**src/rtl/assert_macros.svh**
```systemverilog
// assertion macros used by the allocator core
`ifndef ASSERT_MACROS_SVH
`define ASSERT_MACROS_SVH

`ifndef SYNTH
`define ASSERT_ALWAYS(lbl, clk, rstn, expr) \
    lbl: assert property (@(posedge clk) disable iff (!rstn) (expr)) \
        else $error("assertion failed");
`define ASSERT_NEVER(lbl, clk, rstn, expr) \
    lbl: assert property (@(posedge clk) disable iff (!rstn) !(expr)) \
        else $error("assertion failed");
`else
`define ASSERT_ALWAYS(lbl, clk, rstn, expr)
`define ASSERT_NEVER(lbl, clk, rstn, expr)
`endif

`endif

```
**src/rtl/bpfa_pkg.sv**
```systemverilog
// shared types and constants of the bitmap page frame allocator
`timescale 1ns / 1ps

package bpfa_pkg;

    localparam int NUM_PAGES_DEF      = 65536;
    localparam int SCAN_WORD_BITS_DEF = 64;
    localparam int INDEX_SPAN         = 65536;

    localparam int CNT_W  = 17;
    localparam int PAGE_W = 16;
    localparam int OP_W   = 3;
    localparam int STAT_W = 2;

    localparam logic [CNT_W-1:0] CNT_MAX = {CNT_W{1'b1}};

    localparam logic [OP_W-1:0] OP_REQUEST   = 3'd0;
    localparam logic [OP_W-1:0] OP_FREE      = 3'd1;
    localparam logic [OP_W-1:0] OP_LOCK      = 3'd2;
    localparam logic [OP_W-1:0] OP_RESERVE   = 3'd3;
    localparam logic [OP_W-1:0] OP_UNRESERVE = 3'd4;

    localparam logic [STAT_W-1:0] ST_DONE    = 2'd0;
    localparam logic [STAT_W-1:0] ST_ALREADY = 2'd1;
    localparam logic [STAT_W-1:0] ST_RANGE   = 2'd2;
    localparam logic [STAT_W-1:0] ST_NOFREE  = 2'd3;

    typedef struct packed {
        logic found;
        logic at_end;
    } t_scan_info;

endpackage

```
**src/rtl/bpfa_scan.sv**
```systemverilog
// first-free search over one map word, masked by hint and page limit
`timescale 1ns / 1ps

module bpfa_scan import bpfa_pkg::*; #(
    parameter int WORD_BITS = SCAN_WORD_BITS_DEF,
    parameter int ADDR_W = 10,
    localparam int OFF_W = $clog2(WORD_BITS)
) (
    input  logic [WORD_BITS-1:0] i_word,
    input  logic [ADDR_W-1:0]    i_addr,
    input  logic                 i_first,
    input  logic [OFF_W-1:0]     i_hint_off,
    input  logic [CNT_W-1:0]     i_limit,
    output logic [WORD_BITS-1:0] o_pick,
    output t_scan_info           o_info
);

    logic [CNT_W:0]         base;
    logic [CNT_W:0]         lim_x;
    logic [CNT_W:0]         rem;
    logic [CNT_W:0]         end_pg;
    logic [OFF_W:0]         span;
    logic [WORD_BITS-1:0]   vmask;
    logic [WORD_BITS-1:0]   avail;

    assign base   = (CNT_W + 1)'({i_addr, {OFF_W{1'b0}}});
    assign lim_x  = {1'b0, i_limit};
    assign rem    = lim_x - base;
    assign end_pg = base + (CNT_W + 1)'(WORD_BITS);

    always_comb begin
        if (lim_x <= base) begin
            span = '0;
        end else if (rem >= (CNT_W + 1)'(WORD_BITS)) begin
            span = (OFF_W + 1)'(WORD_BITS);
        end else begin
            span = rem[OFF_W:0];
        end
    end

    always_comb begin
        for (int i = 0; i < WORD_BITS; i++) begin
            vmask[i] = ((OFF_W + 1)'(i) < span) && (!i_first || (OFF_W'(i) >= i_hint_off));
        end
    end

    assign avail  = ~i_word & vmask;
    // isolate lowest free bit
    assign o_pick = avail & (~avail + WORD_BITS'(1));

    assign o_info.found  = |avail;
    assign o_info.at_end = (end_pg >= lim_x);

endmodule

```
**config.mk**
```make
export PLATFORM = sky130hd
export DESIGN_NAME = bpfa_scan
export DESIGN_NICKNAME = d
export VERILOG_FILES = /design/src/rtl/assert_macros.svh /design/src/rtl/bpfa_pkg.sv /design/src/rtl/bpfa_scan.sv
export SDC_FILE = /design/constraint.sdc
export NUM_CORES = 1
export LEC_CHECK = 0
export ABC_AREA = 1
export BUFFER_PORTS_ARGS = -buffer_cell sky130_fd_sc_hd__buf_4
export CAP_MARGIN = 30
export CELL_PAD_IN_SITES_DETAIL_PLACEMENT = 1
export CELL_PAD_IN_SITES_GLOBAL_PLACEMENT = 2
export CORE_MARGIN = 2
export CORE_UTILIZATION = 24
export DETAILED_ROUTE_END_ITERATION = 10
export PLACE_DENSITY = 0.95
export SYNTH_ARGS = -nofsm -noshare
export SYNTH_HDL_FRONTEND = slang
export SYNTH_SLANG_ARGS = --single-unit
```
**constraint.sdc**
```tcl
create_clock -name vclk -period 9.6
set_clock_uncertainty 0.15 [all_clocks]
set_input_delay 2.88 -clock vclk [all_inputs]
set_output_delay 2.88 -clock vclk [all_outputs]
set_load 0.05 [all_outputs]
```
-- Word level (Yosys, flattened, before mapping)
Cells that the tools add are included.
- order comparisons: 131
- bitwise operators: 4
- muxes and demuxes: 2
- reductions and logical operators: 130
- add/subtract/negate cells: 3
- operators with widths (operator ; number):
    6-bit by 7-bit < comparator with 1-bit output, first input constant ; 32
    6-bit greater-or-equal comparator, first input constant ; 32
    64-bit bitwise AND ; 2
    64-bit inverter ; 2
    5-bit by 7-bit < comparator with 1-bit output, first input constant ; 16
    5-bit by 6-bit greater-or-equal comparator with 1-bit output, first input constant ; 16
    64-bit by 1-bit adder with 64-bit output, second input constant ; 1
    1-bit logical AND ; 64
    1-bit logical OR ; 64
    64-bit OR reduction ; 1
    4-bit by 7-bit < comparator with 1-bit output, first input constant ; 8
    4-bit by 6-bit greater-or-equal comparator with 1-bit output, first input constant ; 8
    3-bit by 7-bit < comparator with 1-bit output, first input constant ; 4
    3-bit by 6-bit greater-or-equal comparator with 1-bit output, first input constant ; 4
    18-bit by 7-bit greater-or-equal comparator with 1-bit output, second input constant ; 1
    17-bit by 16-bit subtractor with 18-bit output ; 1
    16-bit by 7-bit adder with 17-bit output, second input constant ; 1
    17-bit greater-or-equal comparator ; 1
    17-bit by 16-bit <= comparator with 1-bit output ; 1
    1-bit by 7-bit < comparator with 1-bit output, first input constant ; 2
    2-bit by 7-bit < comparator with 1-bit output, first input constant ; 2
    7-bit two-way mux ; 2
    1-bit by 6-bit greater-or-equal comparator with 1-bit output, first input constant ; 2
    2-bit by 6-bit greater-or-equal comparator with 1-bit output, first input constant ; 2
    1-bit logical NOT ; 1
- register bits: 0
- bits of input ports: 98
- logic and storage cells: 270
- output and inout bits: 66

-- Longest topological paths before layout
Gate-level depths: netlist (run 1).
- word-level depth: 10
- mapped depth: 27
- depth with buffers taken out: 26

-- Worst setup path after synthesis (run 1)
OpenSTA, ideal clock, no wires.
- path kind: input to output
- start point: in i_limit[6]
- end point: out o_pick[11]
- cell stages on the path: 22
- buffers on the path: 0
- required time: 6570 ps
- setup slack: -81 ps
- data arrival time: 6651 ps
- cell sequence: inv_1 > ha_1 > fa_1 > inv_1 > nand3_1 > nand2_1 > nand2_1 > nand2_1 > nand2_1 > nand2_1 > nand2_1 > nor2_4 > nand3_4 > nand2_4 > nand2_4 > nor2_4 > nand2_1 > nand2_1 > inv_1 > nor2_1 > nand2_1 > nor4_1
- cells in the longest elaborated chain, start to end: 10
- elaborated cells on any way between the ends: 33
- those cells by class: 2 x add/sub; 14 x order compare; 2 x mux; 3 x bitwise; 12 x reduce/logical
- ends and longest elaborated chain (what ; RTL line ; RTL):
    start, declared ; bpfa_scan.sv:13 ; input logic [CNT_W-1:0] i_limit,
    17-bit by 16-bit subtractor with 18-bit output ; bpfa_scan.sv:28 ; assign rem = lim_x - base;
    18-bit by 7-bit greater-or-equal comparator with 1-bit output ; bpfa_scan.sv:34 ; end else if (rem >= (CNT_W + 1)'(WORD_BITS)) begin
    7-bit two-way mux ; bpfa_scan.sv:34 ;
    7-bit two-way mux * ; bpfa_scan.sv:32 ; if (lim_x <= base) begin
    1-bit by 7-bit < comparator with 1-bit output (tied with other cells) ; bpfa_scan.sv:43 ; vmask[i] = ((OFF_W + 1)'(i) < span) && (!i_first || (OFF_W'(i) >= i_hint_off));
    1-bit logical AND ; bpfa_scan.sv:43 ;
    64-bit bitwise AND * ; bpfa_scan.sv:47 ; assign avail = ~i_word & vmask;
    64-bit inverter ; bpfa_scan.sv:49 ; assign o_pick = avail & (~avail + WORD_BITS'(1));
    64-bit by 1-bit adder with 64-bit output ; bpfa_scan.sv:49 ;
    64-bit bitwise AND * ; bpfa_scan.sv:49 ;
    end, declared ; bpfa_scan.sv:14 ; output logic [WORD_BITS-1:0] o_pick,
Mark *: on every way between the ends. The rest lies on a longest branch, timed or not.

-- Worst setup path in the final report (run 1)
- start point: in i_addr[0]
- end point: out o_pick[46]
- cells in the longest elaborated chain, start to end: 10
- elaborated cells on any way between the ends: 103
- those cells by class: 2 x add/sub; 49 x order compare; 2 x mux; 3 x bitwise; 47 x reduce/logical
- ends and longest elaborated chain (what ; RTL line ; RTL):
    start, declared ; bpfa_scan.sv:10 ; input logic [ADDR_W-1:0] i_addr,
    17-bit by 16-bit subtractor with 18-bit output ; bpfa_scan.sv:28 ;
    18-bit by 7-bit greater-or-equal comparator with 1-bit output ; bpfa_scan.sv:34 ;
    7-bit two-way mux ; bpfa_scan.sv:34 ;
    7-bit two-way mux * ; bpfa_scan.sv:32 ;
    1-bit by 7-bit < comparator with 1-bit output (tied with other cells) ; bpfa_scan.sv:43 ;
    1-bit logical AND ; bpfa_scan.sv:43 ;
    64-bit bitwise AND * ; bpfa_scan.sv:47 ;
    64-bit inverter ; bpfa_scan.sv:49 ;
    64-bit by 1-bit adder with 64-bit output ; bpfa_scan.sv:49 ;
    64-bit bitwise AND * ; bpfa_scan.sv:49 ;
Marks and branches as above.

==> reports/metrics.yaml, run 1 <==
final_layout:
  final_nets: 1300
  fin_cells: 1442
  n_clock_buffer: 0
  design_area_mm2: 0.00689
  diodes: 0
  seq_cells: 0
  drive_gt1_frac: 0.297
  syn2layout_area_growth_pct: 42.3
  regArea_um2: 0
routing:
  met2_length_mm: 12.6
  top_layer: "met4"
  via_count: 7065
  drt_iter0_markers: 352
  wl_met1_mm: 10.8
  wire_per_inst_um: 17.7
  wl_met3_mm: 1.20
  postRouteWirelength_mm: 25.5
  viasPerCell: 4.90
  dr.pass1.iters: 4
  drcViolationCount: 0
  ant_nets: 0
setup_path:
  path_class: "primary input to output port"
  critPathLaunch: "i_addr[0]"
  slowest_stage: "fa_2"
  path_cells: "buf_4, ha_1, fa_2, nand3_1, nor2_1, nand3_1, nor2_1, nand2_1, nor2_2, nand3_4, nor2_8, nand3_1, nor2_1, nand2_1, nand2_1, nand2_2, nor2_1, nand2_1, nor2_2, nand3_4, nor2_1, buf_6"
  slowest_delay_ps: 520
  cp_num_buf_inv: 2
  end_kind: "output port"
  crit_family: "simple AND/OR/NAND/NOR gates"
  worst_ep_arrival_time_ps: 6350
  crit_cells: 22
  cpMostUsedCell: "nor2_1"
  required_ps: 6570
  startpoint_type: "primary input"
  crit_path_max_fanout: 6
logic_synthesis:
  yosysUniqueCellTypes: 48
  yosysTopAreaCell: "nand2_1"
  yosys.area.top_type_share: 0.222
  seq_area_frac_synth: 0
  synth_cells: 996
  syn_area_per_cell_um2: 4.86
  yosys-top-cells-area: "nand2_1 (22%), nor2_1 (19%), inv_1 (11%)"
  synth_fp_nets: 1117
  synthesis.area_mm2: 0.00484
  yosys_warnings: 0
run:
  cap_viol_max_count: 0
pwr:
  power_density_mw_per_mm2: 49.7
  leakage_nw: 3.50
  ir_drop_uv: 18.7
sta:
  fin_crit_sh: 0.978
  relSlewSlack: 0.564
  setup_slack_ps: 216
  period_needed_ps: 9380
  whs_ps: 6040
  slew_violations: 0
  finalHoldViolCount: 0
  worstMarginPinSlew_ps: 650
  finalSetupViolCount: 0
  max_freq_mhz: 107
worst_hold_path:
  hp-start: "i_word[45]"
  hold_path_depth: 5
  min_to: "o_pick[45]"
  min_path_type: "primary input to output port"
cts:
  cts_hold_buf: 0
floorplanning:
  start_util: 0.246
  dieWidth_um: 146
  die_area_mm2: 0.0213
  core_mm2: 0.0197
  io_pins: 164
  rows: 51
  chipHeight_um: 146
global_routing:
  grt_pass1_wl_mm: 38.7
  grt_pass1_vias: 7168
  grt.total_usage: 0.226
  grt.overflow.total: 0
  antenna_found_initial: 0
  grt_max_degree: 15
outcome:
  status: "complete, no violations"
placement:
  post_dp_cell_area_mm2: 0.00642
  port_buffers: 164
  placed_cells: 1428
  pre_cts_slack_ps: 12.5
  gp_congestion: 0.944
  place_hpwl_mm: 22.3
[tightest hold or removal path, delay by kind of cell]
family | cells | cell delay (ps)
and+or+nand+nor | 2 | 150
AOI/OAI and AO/OA | 1 | 50
buffers and inverters | 2 | 230
[stage by stage]
step,power [mW],utilization,TNS (ps)
finish,0.342,0.351,0
global route,0.377,0.351,-97.7
CTS,0.317,0.327,0
detailed placement,0.315,0.327,0
global placement,0.312,0.327,0
floorplan,0.205,-,0
[layout by cell type (no fill, tap or decap), types with 11 or more instances in the layout]
master   netlist  routed
nand2_1      286     274
nor2_1       251     212
buf_4          2     172
inv_1        140     138
nand3_1       58      54
nor2_2        14      49
a21oi_1       40      39
nand2_2       22      31
nor2_4        14      19
nand4_1       18      18
ha_1          22      18
buf_6          3      17
nor3_1        18      16
nand3_2       13      13
o21ai_0       11      11
[cells in the mapped netlist, types with 4 or more instances]
cell	n
a211oi_1	6
a21oi_1	40
ha_1	22
inv_1	140
inv_2	5
nand2_1	286
nand2_2	22
nand3_1	58
nand3_2	13
nand3b_1	6
nand4_1	18
nor2_1	251
nor2_2	14
nor2_4	14
nor3_1	18
o211ai_1	4
o21ai_0	11
o21ai_1	7
o21bai_1	7
xor2_1	6
[final cells by class]
type	count	area (um^2)
Multi-Input combinational cell	841	4510
Tap cell	265	332
Inverter	146	548
Timing Repair Buffer	190	1500
Fill cell	2798	12800
[cells by family after synthesis]
| group | after synthesis | share of synthesized area |
|---|---|---|
| and+or+nand+nor | 722 | 0.683 |
| xor gates and xnor gates | 6 | 0.0109 |
| AOI/OAI and AO/OA | 89 | 0.114 |
| buffers and inverters | 156 | 0.131 |
| adders and majority gates | 23 | 0.0610 |
[report_power, final]
| group | switching (mW) | internal, mW |
|---|---|---|
| registers | 0 | 0 |
| logic | 0.230 | 0.112 |
| clock network | 0 | 0 |
[metal layers]
| layer | vias to the layer above | GRT usage |
|---|---|---|
| li1 | 3509 | - |
| met1 | 3309 | 0.275 |
| met2 | 204 | 0.413 |
| met3 | 43 | 0.0266 |
| met4 | 0 | 0.0699 |
| met5 | - | 0 |
[worst max path at each step]
stage,end,slack [ps]
final,o_pick[46],220
after global routing,o_pick[20],-30
after CTS,o_pick[53],20
after detailed placement,o_pick[23],10
after global placement,o_pick[52],50
after floorplan,o_pick[26],330
[timing repair]
item	CTS	global route
pin swaps	0	17
gates resized for setup	1	101
gates cloned	0	1
setup endpoints to repair	2	56
setup buffers	0	13
Power figures use the tool's default switching activity.
==> run 2: changes to the inputs <==
--- a/config.mk
+++ b/config.mk
@@ -6,14 +6,15 @@
 export NUM_CORES = 1
 export LEC_CHECK = 0
 export ABC_AREA = 1
-export BUFFER_PORTS_ARGS = -buffer_cell sky130_fd_sc_hd__buf_4
 export CAP_MARGIN = 30
 export CELL_PAD_IN_SITES_DETAIL_PLACEMENT = 1
 export CELL_PAD_IN_SITES_GLOBAL_PLACEMENT = 2
 export CORE_MARGIN = 2
-export CORE_UTILIZATION = 24
+export CORE_UTILIZATION = 31
 export DETAILED_ROUTE_END_ITERATION = 10
+export DONT_BUFFER_PORTS = 1
 export PLACE_DENSITY = 0.95
+export REMOVE_ABC_BUFFERS = 1
 export SYNTH_ARGS = -nofsm -noshare
 export SYNTH_HDL_FRONTEND = slang
 export SYNTH_SLANG_ARGS = --single-unit
==> run 2 against run 1 <==
  * Die area fell by 22%
  * Critical path depth rose by 4
  * First-iteration DRC count rose by 30%
  * Final cell count fell by 12%
  * Non-clock buffer count fell by 109
  * Utilization rose by 3.8 points
  * Sequential cell count did not move
  * Combinational power fell by 15%
  * Wire length fell by 11%
  * Final area fell by 14%
  * Maximum frequency fell by 0.28%
  * Sequential share of layout area did not move
  * Critical path type unchanged
  * Critical endpoint is now o_pick[47]
==> reports/metrics.yaml, run 2 (synthesized netlist as in run 1, its figures left out) <==
final_layout:
  fillers: 2249  # -20%
  multi_input_area_mm2: 0.00445  # -1.2%
  final_common_cell: "nand2_1"
  layout_common_cells: "nand2_1 (274), nor2_1 (217), inv_1 (139)"
  regArea_um2: 0  # unchanged
  seq_cells: 0  # unchanged
  fin_cells: 1262  # -12%
  drive_gt1_frac: 0.213  # -0.0848
  syn2layout_area_growth_pct: 21.9
  final_nets: 1191  # -8.4%
  n_clock_buffer: 0  # unchanged
routing:
  postRouteWirelength_mm: 22.7  # -11%
  ant_nets: 0  # unchanged
  viasPerCell: 5.36  # +9.4%
  drt_iter0_markers: 458  # +30%
  dr.pass1.iters: 5  # +1
  wire_per_inst_um: 18.0  # +1.9%
  drcViolationCount: 0  # unchanged
  via_count: 6764  # -4.3%
pwr:
  ir_drop_uv: 16.5  # -12%
  power_density_mw_per_mm2: 48.9  # -1.4%
  leakage_nw: 2.94  # -16%
sta:
  max_freq_mhz: 106  # -0.28%
  whs_ps: 5940  # -97.0 ps
  slew_violations: 0  # unchanged
  period_needed_ps: 9410  # +26.0 ps
  relSlewSlack: 0.311  # -0.253
  finalSetupViolCount: 0  # unchanged
  worstMarginPinSlew_ps: 1030  # +379 ps
  finalHoldViolCount: 0  # unchanged
  fin_crit_sh: 0.980  # +0.00271
  rsz0062_at_grt: "yes"
floorplanning:
  die_area_mm2: 0.0166  # -22%
  io_pins: 164  # unchanged
  rows: 45  # -12%
  dieWidth_um: 129  # -12%
  start_util: 0.318  # +0.0721
  chipHeight_um: 129  # -12%
  core_mm2: 0.0152  # -23%
worst_hold_path:
  min_path_type: "primary input to output port"
  hold_path_depth: 4  # -1
global_routing:
  grt.total_usage: 0.260  # +0.0346
  grt_max_degree: 15  # unchanged
  grt_pass1_vias: 6559  # -8.5%
  antenna_found_initial: 3  # +3
  grt_pass1_wl_mm: 34.5  # -11%
  grt.overflow.total: 0  # unchanged
setup_path:
  startpoint_type: "primary input"
  required_ps: 6570  # about the same
  cpMostUsedCell: "nand2_1"
  worst_ep_arrival_time_ps: 6380  # +30 ps
  path_class: "primary input to output port"
  crit_path_max_fanout: 6  # unchanged
  slowest_stage: "fa_1"
  end_kind: "output port"
  slowest_delay_ps: 400  # -120 ps
placement:
  port_buffers: 0  # -100%
  gp_congestion: 1.01  # +7.4%
  place_hpwl_mm: 19.4  # -13%
  placed_cells: 1247  # -13%
outcome:
  status: "complete, no violations"
run:
  cap_viol_max_count: 0  # unchanged
cts:
  cts_hold_buf: 0  # unchanged
-- run 2: cell count changes in the layout (fill, tap and decap cells not counted), sizes merged --
cell    change
diode       +6
clkbuf      +1
buf       -110
-- run 2: final timing paths --
path       start    endpoint  slack, ps
max   i_limit[6]  o_pick[47]        190
min   i_word[45]  o_pick[45]       5940
-- run 2: final cells by class --
cell class / instances / area share
Antenna cell: 6 / 0.00254
Inverter: 146 / 0.0929
Multi-Input combinational cell: 841 / 0.754
Tap cell: 188 / 0.0399
Timing Repair Buffer: 81 / 0.111
-- run 2: power by group --
part,internal [mW],switching (mW),total [mW]
Sequential,0,0,0
Combinational,0.0821,0.207,0.289
Clock,0.0000000837,0,0.0000000837
Total,0.0821,0.207,0.289
-- run 2: what timing repair did --
action,CTS,global route
setup endpoints to repair,0,49
gates resized for setup,0,76
setup buffers,0,8
-- run 2: worst max-delay path: cells and delay by family --
kind	cells	cell delay [ps]
fa+ha+maj	2	610
buf+inv	4	540
simple gates	20	2340
-- run 2: per-stage QoR --
step | setup TNS, ps | worst slack (ps) | cell area (um^2) | power, mW | util
floorplan | -259 | -259 | 4750 | 0.200 | -
global placement | 0 | 258 | 5570 | 0.263 | 0.366
detailed placement | 0 | 182 | 5570 | 0.268 | 0.366
CTS | 0 | 166 | 5570 | 0.270 | 0.366
global route | -635 | -63.6 | 5890 | 0.321 | 0.388
finish | 0 | 190 | 5900 | 0.289 | 0.388
-- run 2: layer usage --
| layer | wire length [um] | vias to the layer above | share of wire | global-route usage |
|---|---|---|---|---|
| li1 | - | 3296 | - | - |
| met1 | 9930 | 3164 | 0.44 | 0.354 |
| met2 | 10300 | 267 | 0.45 | 0.428 |
| met3 | 1960 | 37 | 0.086 | 0.0453 |
| met4 | 564 | 0 | 0.025 | 0.0614 |
| met5 | 0 | - | 0 | 0 |
==> run 3: changes to the inputs <==
--- a/config.mk
+++ b/config.mk
@@ -10,10 +10,10 @@
 export CELL_PAD_IN_SITES_DETAIL_PLACEMENT = 1
 export CELL_PAD_IN_SITES_GLOBAL_PLACEMENT = 2
 export CORE_MARGIN = 2
-export CORE_UTILIZATION = 31
+export CORE_UTILIZATION = 25
 export DETAILED_ROUTE_END_ITERATION = 10
 export DONT_BUFFER_PORTS = 1
-export PLACE_DENSITY = 0.95
+export PLACE_DENSITY = 0.82
 export REMOVE_ABC_BUFFERS = 1
 export SYNTH_ARGS = -nofsm -noshare
 export SYNTH_HDL_FRONTEND = slang
==> run 3 against run 2 <==
  * Final area increased by 3.2%
  * Combinational power rose by 2%
  * Global-route usage shrank 3.5 points
  * Non-clock buffer count shrank 2
  * Final cell count up 5.1%
  * Wire length rose by 7.5%
  * Sequential share of layout area stayed put
  * Die area is 23% higher
  * Maximum frequency increased by 0.41%
  * Critical endpoint is now o_pick[52]
  * Count of clock-buffer cells in the layout is the same
  * Sequential cell count is the same
  * Via count down 0.67%
==> reports/metrics.yaml, run 3 (synthesized netlist as in run 1, its figures left out) <==
outcome:
  status: "complete, no violations"
floorplanning:
  start_util: 0.257  # -0.0613
  core_mm2: 0.0188  # +24%
  chipHeight_um: 143  # +11%
  dieWidth_um: 143  # +11%
  rows: 50  # +11%
  io_pins: 164  # unchanged
  die_area_mm2: 0.0205  # +23%
routing:
  drcViolationCount: 0  # unchanged
  viasPerCell: 5.07  # -5.5%
  drt_iter0_markers: 346  # -24%
  via_count: 6719  # -0.67%
  wire_per_inst_um: 18.4  # +2.3%
  ant_nets: 0  # unchanged
  dr.pass1.iters: 4  # -1
  postRouteWirelength_mm: 24.4  # +7.5%
placement:
  placed_cells: 1321  # +5.9%
  gp_congestion: 0.903  # -11%
  port_buffers: 0  # unchanged
  post_dp_cell_area_mm2: 0.00567  # +1.9%
  place_hpwl_mm: 20.9  # +7.6%
  pre_cts_slack_ps: 32.7  # -149 ps
sta:
  setup_tns_ps: 0  # unchanged
  worstMarginPinSlew_ps: 1040  # +10.4 ps
  finalHoldViolCount: 0  # unchanged
  setup_slack_ps: 228  # +38.2 ps
  whs_ps: 5920  # -24.6 ps
  period_needed_ps: 9370  # -38.2 ps
  slew_violations: 0  # unchanged
  fin_crit_sh: 0.976  # -0.00398
  max_freq_mhz: 107  # +0.41%
  relSlewSlack: 0.304  # -0.00694
  finalSetupViolCount: 0  # unchanged
final_layout:
  diodes: 0  # -6
  final_nets: 1189  # -0.17%
  n_clock_buffer: 0  # unchanged
  drive_gt1_frac: 0.222  # +0.00978
  utilization: 0.323  # -0.0649
  fin_cells: 1326  # +5.1%
  seq_cells: 0  # unchanged
  fillers: 2626  # +17%
  layout_common_cells: "nand2_1 (272), nor2_1 (217), inv_1 (139)"
  design_area_mm2: 0.00609  # +3.2%
  final_common_cell: "nand2_1"
  syn2layout_area_growth_pct: 25.8
  regArea_um2: 0  # unchanged
worst_hold_path:
  min_path_type: "primary input to output port"
  min_to: "o_pick[35]"
  hold_path_depth: 4  # unchanged
  hp-start: "i_word[35]"
pwr:
  p_sw_mw: 0.209  # +1.3%
  power_density_mw_per_mm2: 48.4  # -1.1%
  seqPwrFrac: 0  # unchanged
  ir_drop_uv: 14.9  # -9.5%
  intPower_mw: 0.0853  # +3.9%
  p_sw_frac: 0.711  # -0.00513
  combPwrFrac: 1.000  # about the same
  leakage_nw: 2.95  # +0.21%
  finalPower_mw: 0.295  # +2.0%
  clkPwrFrac: 0  # unchanged
setup_path:
  crit_path_max_fanout: 6  # unchanged
  worst_ep_arrival_time_ps: 6340  # -40 ps
  required_ps: 6570  # about the same
  end_kind: "output port"
  path_class: "primary input to output port"
  startpoint_type: "primary input"
global_routing:
  grt_pass1_wl_mm: 36.5  # +5.8%
  grt_max_degree: 15  # unchanged
  grt.total_usage: 0.225  # -0.0351
  antenna_found_initial: 0  # -3
  grt_pass1_vias: 6711  # +2.3%
  grt.overflow.total: 0  # unchanged
run:
  cap_viol_max_count: 0  # unchanged
cts:
  cts_hold_buf: 0  # unchanged
[run 3: cell types whose count changed in the layout (fill, tap and decap cells not counted), sizes merged]
cell and delta:
buf -1, diode -6, clkbuf -1
[run 3: routing by layer]
metal | GRT usage | routed length (um) | up-vias
met5 | 0 | 0 | -
met4 | 0.0334 | 332 | 0
met3 | 0.0557 | 2300 | 16
met2 | 0.382 | 11300 | 256
met1 | 0.293 | 10500 | 3168
li1 | - | - | 3279
[run 3: worst max path at each step]
stage	endpoint	slack, ps	depth (start not counted)	from
4_1_cts	o_pick[41]	20	20	i_addr[8]
2_1_floorplan	o_pick[11]	-260	22	i_limit[6]
6_report	o_pick[52]	230	22	i_limit[6]
3_5_place_dp	o_pick[41]	30	20	i_addr[8]
3_3_place_gp	o_pick[41]	30	20	i_addr[8]
5_1_grt	o_pick[52]	-60	26	i_limit[6]
[run 3: cell type report]
| type | count | area (um^2) | area share |
|---|---|---|---|
| tap | 260 | 325 | 0.0534 |
| multi-input combinational | 841 | 4510 | 0.741 |
| timing repair buffer | 79 | 704 | 0.116 |
| inverter | 146 | 548 | 0.0900 |
[run 3: worst max-delay path, cell delays in order]
cell and delay [ps]:
inv_1 30, ha_1 210, fa_2 520, nand3_1 70, nor2_1 100, nand3_1 110, nor2_1 100, nand2_1 70
nor2_2 160, nand3_4 150, nor2_8 200, nand3_1 100, nor2_1 210, nand2_1 120, nand2_1 110, nand2_1 110
nor2_1 280, nand2_1 110, nor2_1 150, nand3_2 170, nor2_1 190, buf_6 180
[run 3: power by group through the flow]
stage                     clock, mW  combinational [mW]  sequential (mW)
after global routing              0               0.328                0
after detailed placement          0               0.272                0
after CTS                         0               0.273                0
final                             0               0.295                0
after floorplan                   0               0.200                0
after global placement            0               0.268                0
[run 3: timing repair]
action                                  in CTS  in global routing
buffers inserted                             0                  4
gates resized for setup                      0                 99
endpoints found under the setup margin       0                 52
